===== src/hdl/ald_pkg.sv =====
`default_nettype none
// ----------------------------------------------------------------------------
// ald_pkg: shared types for the ladder keypad debouncer
// Key codes, register indexes and the threshold bundle used by the
// classifier and the top level.
// ----------------------------------------------------------------------------
package ald_pkg;

  localparam int unsigned SAMPLE_W = 10;
  localparam int unsigned KEY_W    = 3;
  localparam int unsigned CFG_IDX_W = 2;

  typedef enum logic [KEY_W-1:0] {
    KC_NONE = 3'd0,
    KC_BACK = 3'd1,
    KC_OK   = 3'd2,
    KC_DOWN = 3'd3,
    KC_UP   = 3'd4
  } key_t;

  typedef enum logic [CFG_IDX_W-1:0] {
    CFG_BACK_LIMIT = 2'd0,
    CFG_OK_LIMIT   = 2'd1,
    CFG_DOWN_LIMIT = 2'd2,
    CFG_UP_LIMIT   = 2'd3
  } cfg_idx_t;

  typedef struct packed {
    logic [SAMPLE_W-1:0] back_limit;
    logic [SAMPLE_W-1:0] ok_limit;
    logic [SAMPLE_W-1:0] down_limit;
    logic [SAMPLE_W-1:0] up_limit;
  } limits_t;

  localparam logic [SAMPLE_W-1:0] BACK_LIMIT_RST = 10'd100;
  localparam logic [SAMPLE_W-1:0] OK_LIMIT_RST   = 10'd300;
  localparam logic [SAMPLE_W-1:0] DOWN_LIMIT_RST = 10'd500;
  localparam logic [SAMPLE_W-1:0] UP_LIMIT_RST   = 10'd800;

endpackage
`default_nettype wire


===== src/hdl/ald_classify.sv =====
`default_nettype none
// ----------------------------------------------------------------------------
// ald_classify: sample scaling and threshold classification
// Divides the sample by a fixed divisor through a reciprocal multiply and
// picks the first threshold the scaled reading falls below.
// ----------------------------------------------------------------------------
module ald_classify #(
  parameter int unsigned READING_DIVISOR = 1
) (
  input  wire logic [ald_pkg::SAMPLE_W-1:0] sample,
  input  wire ald_pkg::limits_t              limits,
  output ald_pkg::key_t                      key
);

  // Round-up reciprocal; exact for 10-bit readings and divisors below 1024
  localparam int unsigned SHIFT = 20;
  localparam int unsigned PROD_W = SHIFT + 1 + ald_pkg::SAMPLE_W;
  localparam longint unsigned MULT =
    ((longint'(1) << SHIFT) + READING_DIVISOR - 1) / READING_DIVISOR;
  localparam logic [SHIFT:0] MULT_V = MULT[SHIFT:0];

  logic [PROD_W-1:0]              product;
  logic [ald_pkg::SAMPLE_W-1:0]   scaled;

  assign product = {{(SHIFT + 1){1'b0}}, sample} * {{ald_pkg::SAMPLE_W{1'b0}}, MULT_V};
  assign scaled  = product[SHIFT +: ald_pkg::SAMPLE_W];

  // Thresholds tested in fixed order, first hit wins
  always_comb begin
    if (scaled < limits.back_limit) begin
      key = ald_pkg::KC_BACK;
    end else if (scaled < limits.ok_limit) begin
      key = ald_pkg::KC_OK;
    end else if (scaled < limits.down_limit) begin
      key = ald_pkg::KC_DOWN;
    end else if (scaled < limits.up_limit) begin
      key = ald_pkg::KC_UP;
    end else begin
      key = ald_pkg::KC_NONE;
    end
  end

endmodule
`default_nettype wire


===== src/hdl/ald_cell.sv =====
`default_nettype none
// ----------------------------------------------------------------------------
// ald_cell: one slot of the class history
// Holds one past class, hands it to the next cell on each beat and flags
// whether it matches the newest class.
// ----------------------------------------------------------------------------
module ald_cell (
  input  wire logic          clk,
  input  wire logic          rst_n,
  input  wire logic          shift_en,
  input  wire ald_pkg::key_t class_in,
  input  wire ald_pkg::key_t newest,
  output ald_pkg::key_t      class_out,
  output logic               match
);

  ald_pkg::key_t class_r;
  ald_pkg::key_t class_nxt;

  assign class_nxt = shift_en ? class_in : class_r;

  // history slot, cleared to the none code
  always_ff @(posedge clk) begin
    if (!rst_n) begin
      class_r <= ald_pkg::KC_NONE;
    end else begin
      class_r <= class_nxt;
    end
  end

  assign class_out = class_r;
  assign match     = (class_r == newest);

endmodule
`default_nettype wire


===== src/hdl/adc_ladder_key_debouncer.sv =====
`default_nettype none
// ----------------------------------------------------------------------------
// adc_ladder_key_debouncer: resistor ladder keypad debouncer
// Classifies converter readings into keys and reports held-key changes.
// ----------------------------------------------------------------------------
// Usage:
//   Input channel (in_valid / in_stall / in_adc_sample) takes one converter
//   reading per beat. Output channel (out_valid / out_stall / out_event_key /
//   out_event_valid) returns exactly one beat per input beat, held in the output
//   register or the skid slot. event_valid is high when the held key changed;
//   the key is zero otherwise.
//   Throughput is one beat per cycle while in_stall is low: the classifier and
//   the compare across the history cells both settle in the cycle a beat is taken.
//   The output has a result register plus one skid slot, so one more input
//   beat is taken while a result waits; in_stall rises only when both hold
//   results. A stall on the output never drops or repeats a result.
//   Thresholds are written through cfg_wr_en / cfg_index / cfg_data while
//   idle. Synchronous reset restores the default thresholds, clears the
//   history to the none key, clears the held key and empties the output.
// ----------------------------------------------------------------------------
module adc_ladder_key_debouncer #(
  parameter int unsigned WINDOW_DEPTH    = 4,
  parameter int unsigned READING_DIVISOR = 1
) (
  input  wire logic                          clk,
  input  wire logic                          rst_n,
  // input channel
  input  wire logic                          in_valid,
  output logic                               in_stall,
  input  wire logic [ald_pkg::SAMPLE_W-1:0]  in_adc_sample,
  // output channel
  output logic                               out_valid,
  input  wire logic                          out_stall,
  output logic [ald_pkg::KEY_W-1:0]          out_event_key,
  output logic                               out_event_valid,
  // configuration
  input  wire logic                          cfg_wr_en,
  input  wire logic [ald_pkg::CFG_IDX_W-1:0] cfg_index,
  input  wire logic [ald_pkg::SAMPLE_W-1:0]  cfg_data
);

  localparam int unsigned CELLS = WINDOW_DEPTH - 1;

  ald_pkg::limits_t limits_r;
  ald_pkg::key_t    held_key_r;
  ald_pkg::key_t    held_key_nxt;
  ald_pkg::key_t    new_class;

  logic push;
  logic pop;
  logic window_agree;
  logic changed;

  logic [ald_pkg::KEY_W-1:0] res_key;
  logic                      res_flag;

  logic                      out_valid_r;
  logic [ald_pkg::KEY_W-1:0] out_key_r;
  logic                      out_flag_r;
  logic                      skid_valid_r;
  logic [ald_pkg::KEY_W-1:0] skid_key_r;
  logic                      skid_flag_r;

  assign push     = in_valid && !in_stall;
  assign pop      = out_valid_r && !out_stall;
  assign in_stall = skid_valid_r;

  // threshold registers
  always_ff @(posedge clk) begin
    if (!rst_n) begin
      limits_r.back_limit <= ald_pkg::BACK_LIMIT_RST;
      limits_r.ok_limit   <= ald_pkg::OK_LIMIT_RST;
      limits_r.down_limit <= ald_pkg::DOWN_LIMIT_RST;
      limits_r.up_limit   <= ald_pkg::UP_LIMIT_RST;
    end else if (cfg_wr_en) begin
      case (ald_pkg::cfg_idx_t'(cfg_index))
        ald_pkg::CFG_BACK_LIMIT: limits_r.back_limit <= cfg_data;
        ald_pkg::CFG_OK_LIMIT:   limits_r.ok_limit   <= cfg_data;
        ald_pkg::CFG_DOWN_LIMIT: limits_r.down_limit <= cfg_data;
        ald_pkg::CFG_UP_LIMIT:   limits_r.up_limit   <= cfg_data;
        default: ;
      endcase
    end
  end

  ald_classify #(
    .READING_DIVISOR(READING_DIVISOR)
  ) u_classify (
    .sample (in_adc_sample),
    .limits (limits_r),
    .key    (new_class)
  );

  // history chain: cell 0 holds the previous class, the newest is new_class
  generate
    if (CELLS == 0) begin : g_no_cells
      assign window_agree = 1'b1;
    end else begin : g_cells
      ald_pkg::key_t    chain [CELLS+1];
      logic [CELLS-1:0] cell_match;

      assign chain[0] = new_class;

      for (genvar i = 0; i < CELLS; i++) begin : g_cell
        ald_cell u_cell (
          .clk       (clk),
          .rst_n     (rst_n),
          .shift_en  (push),
          .class_in  (chain[i]),
          .newest    (new_class),
          .class_out (chain[i+1]),
          .match     (cell_match[i])
        );
      end

      assign window_agree = &cell_match;
    end
  endgenerate

  // held key update
  assign changed      = window_agree && (new_class != held_key_r);
  assign held_key_nxt = (push && changed) ? new_class : held_key_r;
  assign res_key      = changed ? new_class : ald_pkg::KC_NONE;
  assign res_flag     = changed;

  always_ff @(posedge clk) begin
    if (!rst_n) begin
      held_key_r <= ald_pkg::KC_NONE;
    end else begin
      held_key_r <= held_key_nxt;
    end
  end

  // output register plus skid slot
  always_ff @(posedge clk) begin
    if (!rst_n) begin
      out_valid_r  <= 1'b0;
      skid_valid_r <= 1'b0;
    end else if (pop) begin
      if (skid_valid_r) begin
        out_valid_r  <= 1'b1;
        skid_valid_r <= 1'b0;
      end else begin
        out_valid_r  <= push;
      end
    end else if (push) begin
      if (out_valid_r) begin
        skid_valid_r <= 1'b1;
      end else begin
        out_valid_r  <= 1'b1;
      end
    end
  end

  // payload, no reset
  always_ff @(posedge clk) begin
    if (pop && skid_valid_r) begin
      out_key_r  <= skid_key_r;
      out_flag_r <= skid_flag_r;
    end else if (push && (pop || !out_valid_r)) begin
      out_key_r  <= res_key;
      out_flag_r <= res_flag;
    end
    if (push && out_valid_r && !pop) begin
      skid_key_r  <= res_key;
      skid_flag_r <= res_flag;
    end
  end

  assign out_valid       = out_valid_r;
  assign out_event_key   = out_key_r;
  assign out_event_valid = out_flag_r;

  // checks
  a_skid_behind_out: assert property (@(posedge clk) disable iff (!rst_n)
    skid_valid_r |-> out_valid_r)
    else $error("skid slot full while output register empty");

  a_quiet_key_zero: assert property (@(posedge clk) disable iff (!rst_n)
    (out_valid_r && !out_flag_r) |-> (out_key_r == ald_pkg::KC_NONE))
    else $error("key reported without change flag");

  a_held_follows: assert property (@(posedge clk) disable iff (!rst_n)
    (push && changed) |=> (held_key_r == $past(new_class)))
    else $error("held key did not take the new class");

  a_held_steady: assert property (@(posedge clk) disable iff (!rst_n)
    !push |=> $stable(held_key_r))
    else $error("held key moved without an input beat");

endmodule
`default_nettype wire

===== config.mk =====
export PLATFORM = sky130hd
export DESIGN_NAME = adc_ladder_key_debouncer
export DESIGN_NICKNAME = d
export VERILOG_FILES = /design/src/hdl/ald_pkg.sv /design/src/hdl/ald_classify.sv /design/src/hdl/ald_cell.sv /design/src/hdl/adc_ladder_key_debouncer.sv
export SDC_FILE = /design/constraint.sdc
export NUM_CORES = 1
export LEC_CHECK = 0
export BUFFER_PORTS_ARGS = -buffer_cell sky130_fd_sc_hd__buf_2
export CORE_ASPECT_RATIO = 0.9
export CORE_UTILIZATION = 30
export DETAILED_ROUTE_END_ITERATION = 7
export PLACE_DENSITY = 0.44
export SYNTH_ARGS = -nofsm -noshare
export SYNTH_HDL_FRONTEND = slang
export SYNTH_HIERARCHICAL = 1
export SYNTH_SLANG_ARGS = --single-unit

===== constraint.sdc =====
create_clock -name clk -period 2.8 [get_ports clk]
set_input_delay 0.56 -clock clk [delete_from_list [all_inputs] [get_ports clk]]
set_output_delay 0.56 -clock clk [all_outputs]
set_load 0.02 [all_outputs]

# Yosys cells after proc, flatten, opt, wreduce, memory -nomap -nowiden
# Index checks and enable logic that the tools add are counted.
# totals
register_bits	62
input_bits	27
wordCells	61
# op_classes
magnitude_cmp	4
eq_ne	7
muxes	12
bitwise_logic	1
n_reduce_logical	23
# ops
operator	count
10-bit < comparator	4
3-bit two-way mux	7
2-bit AND reduction	5
3-bit equality test	3
1-bit logical AND	8
1-bit two-way mux	5
2-bit equality test (second input constant)	2
1-bit zero test	4
2-bit nonzero test	2
3-bit inequality test	1
3-bit AND reduction	1
2-bit by 1-bit equality test with 1-bit output (second input constant)	1
2-bit zero test	1
2-bit OR reduction	1
1-bit logical OR	1
1-bit inverter	1

# Logic depth before layout (Yosys ltp)
# Gate-level depths: netlist of the first run.
# logic_depth
ltp_word	11
mapped_depth	12

# By module
# The synthesis of the first run kept the hierarchy.
# by_module_without_submodules
module	n_inst	cells_per_inst	area_each_um2	seq_area_each_um2
adc_ladder_key_debouncer	1	229	2072.0	1141.1
ald_classify	1	134	948.4	0.0
ald_cell	3	13	140.1	60.1

# Worst setup path after synthesis of the first run
# No wires, ideal clock.
# synth_timing
path_kind	input -> register
startpoint	input in_adc_sample[4] (netlist name)
endpoint	register out_key_r (netlist bit out_event_key[1]) (data pin)
setup_ns	0.135
arrival_time_ns	2.893
required_ns	2.665
path_slack_ns	-0.227
path_stages	11
path_buffers	0
cell_sequence	ha_1 -> a21oi_2 -> a211oi_1 -> a2111oi_2 -> a22oi_2 -> a21oi_1 -> xor2_1 -> nor3_1 -> nand3_1 -> nor2_1 -> a32o_1
# synth_lines
item	line	text
start, declared	adc_ladder_key_debouncer.sv:30	input wire logic [ald_pkg::SAMPLE_W-1:0] in_adc_sample,
end signal, assigned	adc_ladder_key_debouncer.sv:158	out_key_r <= skid_key_r;
end signal, assigned	adc_ladder_key_debouncer.sv:161	out_key_r <= res_key;
end, declared	adc_ladder_key_debouncer.sv:58	logic [ald_pkg::KEY_W-1:0] out_key_r;

==> impl_results.md, run 1 <==
- RD Place Congestion: slightly below 0.8
- Synthesis-to-finish area growth: 29.38%
- Initial antenna violation count: 0
- Yosys warning count: 6
- CTS Sinks: 62
- Vias: 2,822
- Fmax: between 300 and 400 MHz
- Crit-path slowest cell: or3_4
- Setup_tns: 0 ns
- Hold Path Class: flip-flop to flip-flop
- VDD IR-drop max: 260.9 uV
- Crit start category: primary input
- Hold buffers post-CTS: 0
- Mapped Avg Cell Area: ~8.6 um^2
- IO Pins: 33
- Mapped Area: 3441 um^2
- Clk_lat worst skew: about 0.33 ns
- Worst-margin pin slew: 0.6957 ns
- Slew margin rel.: a little over half
- Sequential share of the synthesized area: between 30% and 40%
- DRT iter0 DRCs: about 110
- RSZ-0062 raised after global routing: yes
- Drt pass-1 iters: 4
- Setup-failing EPs final: 0
- CP Data Required Time: ~3.0 ns
- Final hold vios: 0
- Asr flop ratio synth: 0%
- Final WL: about 8.5 mm
- GRT Residual Overflow: 0
- Filler Cells Inserted: between 1k and 1.5k
- Root Driver: clkbuf_16
- Status: completed
- Tmin final: roughly 2.8 ns
- Synth cell types: 45
- Crit end category: flip-flop
- Layout net count: about 520
- Routed len/inst: 13.83 um
- Largest net degree at the start of global routing: 42
- First-pass GRT wire length: around 14 mm
- Max-Cap Viols: 0
- Post-synthesis instance total: 402
- CTS tree: yes
- Post-synth EDFFs: 8
- Syn_nets: approximately 470
- Worst-path cell chain: buf_4 -> ha_4 -> nand4_1 -> or3_4 -> a22oi_2 -> and3_4 -> xor2_2 -> nor3_2 -> nand3_2 -> buf_6 -> a31oi_4 -> and2_1
- HPWL after DPL: 6.303 mm
- Layout cells sized above 1: between 20% and 30%
- Clock tree buffer depth: 2
- DRC Markers: 0
- IO Port Bufs: 32
- WP data arrival: about 3 ns
- Main synth FF type: dfxtp_1
- Initial Util: ~31%
- Setup Crit Path Kind: primary input to flip-flop
- H-tree Lvls: 3
- Final Cycle Share: 99.67%
- Ant. Diodes: 0
- Die height: slightly above 100 um
- Chip width: ~110 um
- CTS buffer count: 9
- Leak Pwr: between 1.5 and 2 nW
- Die area: about 12,000 um^2
- Reg area: about 1300 um^2
- Final slew viol count: 0
- Clk_skew: slightly below 0.008 ns
- Final ANT Viol Nets: 0
- Area of the multi-input gates: ~2100 um^2
- Worst-path fanout max: 5
- CP peak stage delay: ~0.38 ns
- Worst-path clk slew: 0.06 ns
- # rows: 36
- Core ar.: around 11,000 um^2
- Seq cells post-synth: 62
- Vias in the first global route: 2,718
- Hold slack: 0.4540 ns
- Pwr/cell area: roughly 530 nW/um^2
- Gr usage total: 15.52%
- Post-DR vias/cell: 4.566
-- timing repair --
item	in CTS	in global routing
cloned	0	0
setup buffers	1	4
resized for setup	13	33
pin swaps	9	17
hold endpoints to repair	0	0
setup endpoints to repair	10	11
-- state kept, by name, indices dropped and copies added (netlist names) --
register,count
held_key_r,3
out_event_key,3
out_event_valid,1
in_stall,1
g_cells.g_cell.u_cell/class_out,9
limits_r,40
out_valid,1
skid_flag_r,1
skid_key_r,3
-- metrics by stage --
stage                     instances  total power, mW  cell area [um^2]  worst slack (ns)  utilization, %
after floorplan                 402            1.200              3460           0.01473               -
after global placement          598            1.348              3933           -0.4179           35.78
after detailed placement        598            1.350              3933           -0.5333           35.78
after CTS                       615            2.388              4290           0.01172           39.04
after global routing            618            2.505              4452           -0.1221           40.51
final                           618            2.379              4452          0.009212           40.51
-- synthesized netlist by cell type, drive strengths merged (3+ instances only) --
library cell  instances  share of area, %
nand2                89               9.7
dfxtp                54                31
inv                  41               4.5
ha                   36                13
a21boi               28               6.1
nand3                27               3.9
a21oi                13               2.0
o21ai                10               1.5
mux2i                 9               2.6
nor2b                 9               1.6
xor2                  9               2.3
buf                   8               1.6
edfxtp                8               7.0
nor2                  6              0.65
and2                  4              0.76
and3                  4              0.73
clkbuf                4              0.44
nand4                 4              0.73
nor3                  4              0.58
a211oi                3              0.65
a31oi                 3              0.55
a32o                  3              0.87
and3b                 3              0.76
nand2b                3              0.55
xnor2                 3              0.76
-- power by group --
| part | total, mW | switching [mW] | internal (mW) | leakage (nW) |
|---|---|---|---|---|
| Sequential | 0.962 | 0.0215 | 0.940 | 0.513 |
| Combinational | 0.416 | 0.228 | 0.189 | 1.32 |
| Clock | 1.00 | 0.380 | 0.621 | 0.131 |
| Total | 2.38 | 0.629 | 1.75 | 1.96 |
-- metal layers --
layer  vias up  track usage (%)  routed length, um
met5         -                0                  0
met3         9            3.862                306
met2        33            22.81               3549
met4         0            5.566                131
li1       1486                -                  -
met1      1294            21.75               4558
-- worst max-delay path, delay by kind of cell --
family                     cells  cell delay (ns)
xor gates and xnor gates       1             0.08
and+or+nand+nor                6             1.35
adders and majority gates      1             0.29
buffers and inverters          2             0.30
AOI/OAI and AO/OA              2             0.41
-- path summary, 6_finish.rpt --
path                     from            end  slack [ns]  cells after the start
max reg2reg      limits_r[29]  skid_key_r[2]        0.02                     12
min reg2reg      limits_r[38]   limits_r[38]        0.45                      2
min              limits_r[38]   limits_r[38]        0.45                      2
max          in_adc_sample[9]  skid_key_r[2]       0.009                     12
-- final cells by class --
| cell class | count | share of cell area (%) |
|---|---|---|
| Timing Repair Buffer | 60 | 8.994 |
| Tap cell | 152 | 4.272 |
| Clock buffer | 14 | 5.705 |
| Multi-Input combinational cell | 287 | 47.53 |
| Clock inverter | 2 | 0.2248 |
| Inverter | 41 | 3.457 |
| Sequential cell | 62 | 29.82 |
-- cells in the final DEF, fill, tap and decap left out, types with 7 or more instances in the layout --
| master | netlist | routed |
|---|---|---|
| ha_4 | 0 | 8 |
| dfxtp_1 | 54 | 49 |
| buf_4 | 1 | 28 |
| ha_1 | 36 | 28 |
| mux2i_1 | 9 | 9 |
| a21oi_1 | 12 | 11 |
| a21boi_0 | 21 | 19 |
| buf_2 | 5 | 28 |
| edfxtp_1 | 8 | 8 |
| nand3_1 | 27 | 25 |
| o21ai_0 | 9 | 7 |
| inv_1 | 41 | 38 |
| clkbuf_16 | 0 | 9 |
| nand2_1 | 89 | 89 |
| a21boi_1 | 7 | 9 |
| xor2_1 | 9 | 7 |
| nor2b_1 | 9 | 9 |
-- cells by family after synthesis --
| kind of cell | count (synthesis) | share of synthesized area [%] |
|---|---|---|
| buffers and inverters | 53 | 6.509 |
| AO/OA/AOI/OAI | 70 | 14.44 |
| flip-flops | 62 | 38.40 |
| adder cells (fa/ha/maj) | 36 | 13.09 |
| XOR/XNOR | 12 | 3.055 |
| multiplexers | 9 | 2.618 |
| AND/OR/NAND/NOR | 160 | 21.89 |
No activity file was read; power rests on OpenSTA's default activity.
==> run 2, diff against run 1 <==
--- a/config.mk
+++ b/config.mk
@@ -5,7 +5,8 @@
 export SDC_FILE = /design/constraint.sdc
 export NUM_CORES = 1
 export LEC_CHECK = 0
-export BUFFER_PORTS_ARGS = -buffer_cell sky130_fd_sc_hd__buf_2
+export ABC_AREA = 1
+export BUFFER_PORTS_ARGS = -buffer_cell sky130_fd_sc_hd__clkbuf_2
 export CORE_ASPECT_RATIO = 0.9
 export CORE_UTILIZATION = 30
 export DETAILED_ROUTE_END_ITERATION = 7
==> constraint.sdc (replaced) <==
create_clock -name clk -period 2.8 [get_ports clk]
set_input_delay 0.84 -clock clk [delete_from_list [all_inputs] [get_ports clk]]
set_output_delay 0.84 -clock clk [all_outputs]
set_load 0.02 [all_outputs]
==> run 2 against run 1 <==
- die area increased by 2.7%
- first-iteration DRC count stayed put
- cell count rose by 17%
- area after synthesis is 2.8% higher
- critical path type unchanged
==> impl_results.md, run 2 <==
- Synthesis-to-finish area growth: 25.08%
- Tmin final: 2.639 ns (-0.1521 ns)
- Hold slack: 0.4627 ns (+0.008639 ns)
- Final WL: 8.785 mm (+2.8%)
- Gr usage total: 16.07% (+0.56 points)
- WHS Path Cells: 2 (unchanged)
- Slew margin rel.: 63.44% (+9.8 points)
- Clock tree buffer depth: 2 (unchanged)
- Met1 Usage GRT: 21.17% (-0.59 points)
- Main synth FF type: dfxtp_1
- Mapped Area: 3537 um^2 (+2.8%)
- Final hold vios: 0 (unchanged)
- GRT busiest layer: met2
- Post-synthesis instance total: 508 (+26%)
- Die height: 105.0 um (+1.4%)
- Initial antenna violation count: 0 (unchanged)
- Vias in the first global route: 2,870 (+5.6%)
- HPWL after DPL: 6.589 mm (+4.5%)
- Sequential share of the synthesized area: 37.35% (-1.0 points)
- Layout cells sized above 1: 19.96% (-3.6 points)
- Fmax: 379.0 MHz (+5.8%)
- Max-Cap Viols: 0 (unchanged)
- HP Start: limits_r[1]
- Root Driver: clkbuf_16
- Yosys warning count: 6 (unchanged)
- Final instance area: 4424 um^2 (-0.62%)
- Asr flop ratio synth: 0% (unchanged)
- Chip width: 116.5 um (+1.4%)
- Count leader, synth: nand2_1
- Filler Cells Inserted: 1,215 (+3.8%)
- Die area: 12,230 um^2 (+2.7%)
- Crit path launch: in_adc_sample[9]
- Initial Util: 30.93% (-0.37 points)
- M2 GR Usage: 24.34% (+1.5 points)
- Drt pass-1 iters: 4 (unchanged)
- Most common cell after layout, fill and taps aside: nand2_1
- Layout net count: 624 (+19%)
- Ranking of synthesized cells by area: dfxtp_1 (31%), nand2_1 (16%), ha_1 (13%)
- Largest net degree at the start of global routing: 46 (+9.5%)
- Non-Filler Instances: 722 (+17%)
- Post-synthesis mux area share: 0% (-2.6 points)
- IO Port Bufs: 32 (unchanged)
- Adder-cell share of the synthesized area: 12.73% (-0.36 points)
- Largest register FFs: 40 (unchanged)
- Final slew viol count: 0 (unchanged)
- Placed insts: 706 (+18%)
- Seq cells post-synth: 62 (unchanged)
- Synth Area in Compound Gates: 8.242% (-6.2 points)
- Hold Path Class: flip-flop to flip-flop
- Pwr/cell area: 544.5 nW/um^2 (+1.9%)
- IO Pins: 33 (unchanged)
- Vias: 3,061 (+8.5%)
- GRT Residual Overflow: 0 (unchanged)
- VDD IR-drop max: 333.5 uV (+28%)
- CTS tree: yes
- Clk_lat worst skew: 0.34 ns (about the same)
- Syn_nets: 571 (+23%)
- CP Data Required Time: 2.89 ns (-0.11 ns)
- Ant. Diodes: 0 (unchanged)
- Utilization after layout: 38.69% (-1.8 points)
- Area post-placement: 3994 um^2 (+1.6%)
- Post-DR vias/cell: 4.240 (-7.2%)
- Main combinational cell family by area after synthesis: simple AND/OR/NAND/NOR gates
- Area share of the largest cell type after synthesis: 30.56% (-0.86 points)
- Worst-margin pin slew: 0.5469 ns (-0.1489 ns)
- Overall Power: 2.409 mW (+1.3%)
- Final Cycle Share: 94.24% (-5.4 points)
- Worst-path clk slew: 0.05 ns (about the same)
- H-tree Lvls: 3 (unchanged)
- Simple-gate area share of the yosys netlist: 30.24% (+8.4 points)
- Setup Crit Path Kind: primary input to flip-flop
- Met3 Resource Use GR: 4.930% (+1.1 points)
- Synth cell types: 27 (-40%)
- Top cells by count, synth: nand2_1 (149), inv_1 (74), nor2_1 (59)
- Setup-failing EPs final: 0 (unchanged)
- Crit end category: flip-flop
- Worst-path fanout max: 8 (+3)
- Clk_skew: 0.003700 ns (-0.004101 ns)
- Most flop-heavy register: limits_r
- Core ar.: 11,430 um^2 (+4.0%)
- Crit start category: primary input
- Synth area leader: dfxtp_1
- CTS buffer count: 9 (unchanged)
- Status: completed
- WP data arrival: 2.73 ns (-0.26 ns)
- Final ANT Viol Nets: 0 (unchanged)
- Routed len/inst: 12.17 um (-12%)
- First-pass GRT wire length: 14.39 mm (+2.6%)
- Mapped Avg Cell Area: 6.963 um^2 (-19%)
- Xor/xnor cell area share of the yosys netlist: 0.7428% (-2.3 points)
- DRT iter0 DRCs: 107 (unchanged)
- RD Place Congestion: 0.8603 (+8.4%)
- Reg2reg path depth: 19 (+7)
- CTS Sinks: 62 (unchanged)
- Most frequent cells in the layout: nand2_1 (145), inv_1 (73), nor2_1 (54), dfxtp_1 (54), clkbuf_2 (29)
- DRC Markers: 0 (unchanged)
- Post-synth EDFFs: 8 (unchanged)
- Leak Pwr: 2.222 nW (+13%)
- R2R Path Start: limits_r[33]
- # rows: 37 (+2.8%)
run 2: cells by family (layout without fill, tap and decap cells):
group / after synthesis / in the layout
simple gates: 253 / 253
buf+inv: 98 / 156
flops: 62 / 62
compound gates: 56 / 56
fa+ha+maj: 36 / 36
xor+xnor: 3 / 3
run 2: per-stage QoR:
step	setup WS [ns]	TNS, ns
after detailed placement	-0.3810	-3.458
after global routing	-0.004073	-0.004073
after CTS	0.02604	0
final	0.1613	0
after floorplan	0.03193	0
after global placement	-0.3228	-2.880
run 2: final timing paths:
path / endpoint / slack (ns)
setup / recovery: out_event_key[2] / 0.16
hold / removal: limits_r[1] / 0.46
setup reg to reg: out_event_key[2] / 0.47
hold reg to reg: limits_r[1] / 0.46
run 2: critical path, stage by stage:
cell and delay (ns):
buf_2 0.16, ha_1 0.31, nand2_1 0.08, nor2_2 0.14
nand3_2 0.11, nand3_4 0.12, inv_2 0.04, a21oi_2 0.09
buf_4 0.15, inv_1 0.04, nand2_1 0.06, nand2_1 0.05
nand2_1 0.05, nor2_1 0.04, and3_4 0.20, nand2_4 0.09
nor2_2 0.04, nand2_1 0.06, nand2_1 0.05
run 2: area by class of cell:
class | count | area, um^2 | share of cell area (%)
multi-input combinational | 348 | 2014 | 45.53
sequential | 62 | 1321 | 29.86
inverter | 90 | 337.8 | 7.636
timing repair buffer | 50 | 297.8 | 6.731
clock buffer | 10 | 229.0 | 5.175
tap | 156 | 195.2 | 4.412
clock inverter | 6 | 28.78 | 0.6505
run 2: metal layers:
layer  part of all wire [%]  up-vias
met5                      0        -
met4                    1.6        0
met3                    5.1       10
met2                     43       50
met1                     50     1319
li1                       -     1682
run 2: report_power, final:
part	internal, mW	switching, mW	total [mW]	leakage, nW
Combinational	0.176	0.270	0.447	1.58
Sequential	0.948	0.0255	0.974	0.514
Clock	0.585	0.403	0.988	0.125
run 2: what timing repair did:
item	4_1_cts	5_1_grt
setup buffers	0	0
resized for setup	1	30
hold buffers	0	0
setup endpoints to repair	3	11
pin swaps	0	14
==> run 3, diff against run 2 <==
--- a/config.mk
+++ b/config.mk
@@ -5,7 +5,6 @@
 export SDC_FILE = /design/constraint.sdc
 export NUM_CORES = 1
 export LEC_CHECK = 0
-export ABC_AREA = 1
 export BUFFER_PORTS_ARGS = -buffer_cell sky130_fd_sc_hd__clkbuf_2
 export CORE_ASPECT_RATIO = 0.9
 export CORE_UTILIZATION = 30
==> run 3 against run 2 <==
- global-route usage rose by 0.58 points
- critical path depth down 7
- critical path type unchanged
- sequential share of layout area fell by 0.79 points
- setup slack lost 0.31 ns
- wire length increased by 3.0%
- highest routed layer unchanged
- first-iteration DRC count up 6.5%
- the flow now finishes with violations (setup timing)
- cell area is 2.7% higher
- die area down 2.7%
- combinational power down 5.6%
- count of clock-buffer cells in the layout unchanged
- core utilization increased by 2.7 points
==> impl_results.md, run 3 (synthesis results as in run 1) <==
- Overall Power: 2.547 mW (+5.7%)
- Worst-margin pin slew: 0.6222 ns (+0.07529 ns)
- CTS Sinks: 62 (unchanged)
- Core ar.: 10,990 um^2 (-3.9%)
- Final ANT Viol Nets: 0 (unchanged)
- Layout net count: 519 (-17%)
- Synthesis-to-finish area growth: 32.07%
- First-pass GRT wire length: 14.95 mm (+3.9%)
- IO Port Bufs: 32 (unchanged)
- Area post-placement: 4011 um^2 (+0.44%)
- DRT iter0 DRCs: 114 (+6.5%)
- Placed insts: 596 (-16%)
- Ant. Diodes: 0 (unchanged)
- Routed len/inst: 14.77 um (+21%)
- WP data arrival: 3.03 ns (+0.30 ns)
- Hold Path Class: flip-flop to flip-flop
- RD Place Congestion: 0.8043 (-6.5%)
- Gr usage total: 16.66% (+0.58 points)
- Tmin final: 2.944 ns (+0.3051 ns)
- Most common cell after layout, fill and taps aside: nand2_1
- CP Data Required Time: 2.89 ns (about the same)
- Largest net degree at the start of global routing: 29 (-37%)
- Final Cycle Share: 105.1% (+11 points)
- H-tree Lvls: 3 (unchanged)
- Status: complete, but fails checks
- Slew margin rel.: 58.48% (-5.0 points)
- Chip width: 114.9 um (-1.3%)
- CP peak stage delay: 0.33 ns (+0.02 ns)
- Initial antenna violation count: 0 (unchanged)
- Clock Power Share: 45.7% (+4.7 points)
- Failing checks: setup timing
- Vias in the first global route: 2,838 (-1.1%)
- Setup-failing EPs final: 10 (+10)
- GRT Residual Overflow: 0 (unchanged)
- DRC Markers: 0 (unchanged)
- # rows: 36 (-2.7%)
- Non-Filler Instances: 613 (-15%)
- Crit end category: flip-flop
- Pint: 1.873 mW (+9.5%)
- Clk_skew: 0.004758 ns (+0.001058 ns)
- CP delay by family, top: compound AO/OA/AOI/OAI gates
- Switch share: 26.45% (-2.5 points)
- Die height: 103.6 um (-1.3%)
- Worst-path clk slew: 0.06 ns (about the same)
- Max-Cap Viols: 0 (unchanged)
- Final worst setup slack: -0.1438 ns (-0.3051 ns)
- Most flop-heavy register: limits_r
- CTS tree: yes
- Worst-path fanout max: 6 (-2)
- Final WL: 9.051 mm (+3.0%)
- CTS buffer count: 9 (unchanged)
- Setup Crit Path Kind: primary input to flip-flop
- Clk_lat worst skew: 0.33 ns (about the same)
- Largest register FFs: 40 (unchanged)
- Layout cells sized above 1: 23.21% (+3.2 points)
- Comb pwr share: 16.6% (-1.9 points)
- Dpl ws: -0.5991 ns (-0.2181 ns)
- RSZ-0062 raised after global routing: yes
- Final instance area: 4544 um^2 (+2.7%)
- Crit start category: primary input
- VDD IR-drop max: 284.0 uV (-15%)
- Reg power frac: 37.7% (-2.7 points)
- Fmax: 339.7 MHz (-10%)
- Critical path buffer and inverter count: 1 (-3)
- Switch Pwr: 0.6737 mW (-3.6%)
- Drt pass-1 iters: 4 (unchanged)
- Pwr/cell area: 560.4 nW/um^2 (+2.9%)
- Vias: 2,854 (-6.8%)
- IO Pins: 33 (unchanged)
- Root Driver: clkbuf_16
- Most frequent cells in the layout: nand2_1 (89), dfxtp_1 (54), inv_1 (41)
- Final hold vios: 0 (unchanged)
- Initial Util: 31.31% (+0.37 points)
- Final slew viol count: 0 (unchanged)
- Worst-path cell chain: clkbuf_16 -> ha_4 -> nand4_1 -> a211oi_2 -> a2111oi_4 -> a22oi_2 -> and3_4 -> xor2_1 -> nor3_2 -> nand3_2 -> nor2_2 -> a32o_1
- Crit-path slowest cell: a211oi_2
- Leak Pwr: 1.965 nW (-12%)
- Post-DR vias/cell: 4.656 (+9.8%)
- Die area: 11,900 um^2 (-2.7%)
- Clock tree buffer depth: 2 (unchanged)
- HPWL after DPL: 6.589 mm (about the same)
run 3: cell count changes in the layout (fill, tap and decap cells not counted), sizes merged, moves of 5 or more:
cell / delta
a21boi: +28
a21oi: -11
clkinv: -5
inv: -45
mux2i: +9
nand2: -64
nor2: -61
nor2b: +9
o21ai: -17
xor2: +6
run 3: path summary, 6_finish.rpt:
kind,depth (start not counted),end,slack (ns),startpoint
min,2,limits_r[31],0.45,limits_r[31]
min reg2reg,2,limits_r[31],0.45,limits_r[31]
max reg2reg,12,out_event_key[0],0.08,limits_r[29]
max,12,out_event_key[0],-0.14,in_adc_sample[9]
run 3: worst register-to-register path: stages (launching register included):
cell and delay (ns):
dfxtp_1 0.33, inv_1 0.08, ha_4 0.27, nand4_1 0.15
a211oi_2 0.33, a2111oi_4 0.07, a22oi_2 0.27, and3_4 0.28
xor2_1 0.20, nor3_2 0.07, nand3_2 0.12, nor2_2 0.07
a32o_1 0.24
run 3: what timing repair did:
action / in CTS / in global routing
setup endpoints to repair: 11 / 11
hold buffers: 0 / 0
setup buffers: 1 / 0
gates resized for setup: 33 / 4
pin swaps: 14 / 2
endpoints found under the hold margin: 0 / 0
run 3: layer usage:
layer | track usage, % | wire length (um) | vias up | part of all wire, %
li1 | - | - | 1478 | -
met1 | 24.01 | 4755 | 1321 | 53
met2 | 23.92 | 3769 | 44 | 42
met3 | 3.920 | 384 | 11 | 4.2
met4 | 5.844 | 141 | 0 | 1.6
met5 | 0 | 0 | - | 0
run 3: area by class of cell:
type | count | area (um^2)
Multi-Input combinational cell | 287 | 2165
Sequential cell | 62 | 1321
Timing Repair Buffer | 55 | 395.4
Tap cell | 152 | 190.2
Inverter | 41 | 153.9
Fill cell | 1150 | 6446
Clock inverter | 6 | 68.82
Clock buffer | 10 | 250.2
run 3: power by group through the flow:
stage / Clock (mW) / Combinational [mW] / Sequential (mW)
finish: 1.16 / 0.422 / 0.960
detailed placement: 0 / 0.382 / 0.979
global placement: 0 / 0.380 / 0.978
global route: 1.24 / 0.470 / 0.965
CTS: 1.20 / 0.415 / 0.960
floorplan: 0 / 0.231 / 0.982
run 3: metrics by stage:
stage | util, % | hold slack, ns | TNS (ns)
finish | 41.35 | 0.4505 | -1.003
detailed placement | 36.50 | 0.4458 | -6.051
global route | 41.35 | 0.4829 | -2.554
CTS | 41.17 | 0.4533 | -1.141
global placement | 36.50 | 0.4424 | -6.264
floorplan | - | 0.4351 | -1.264
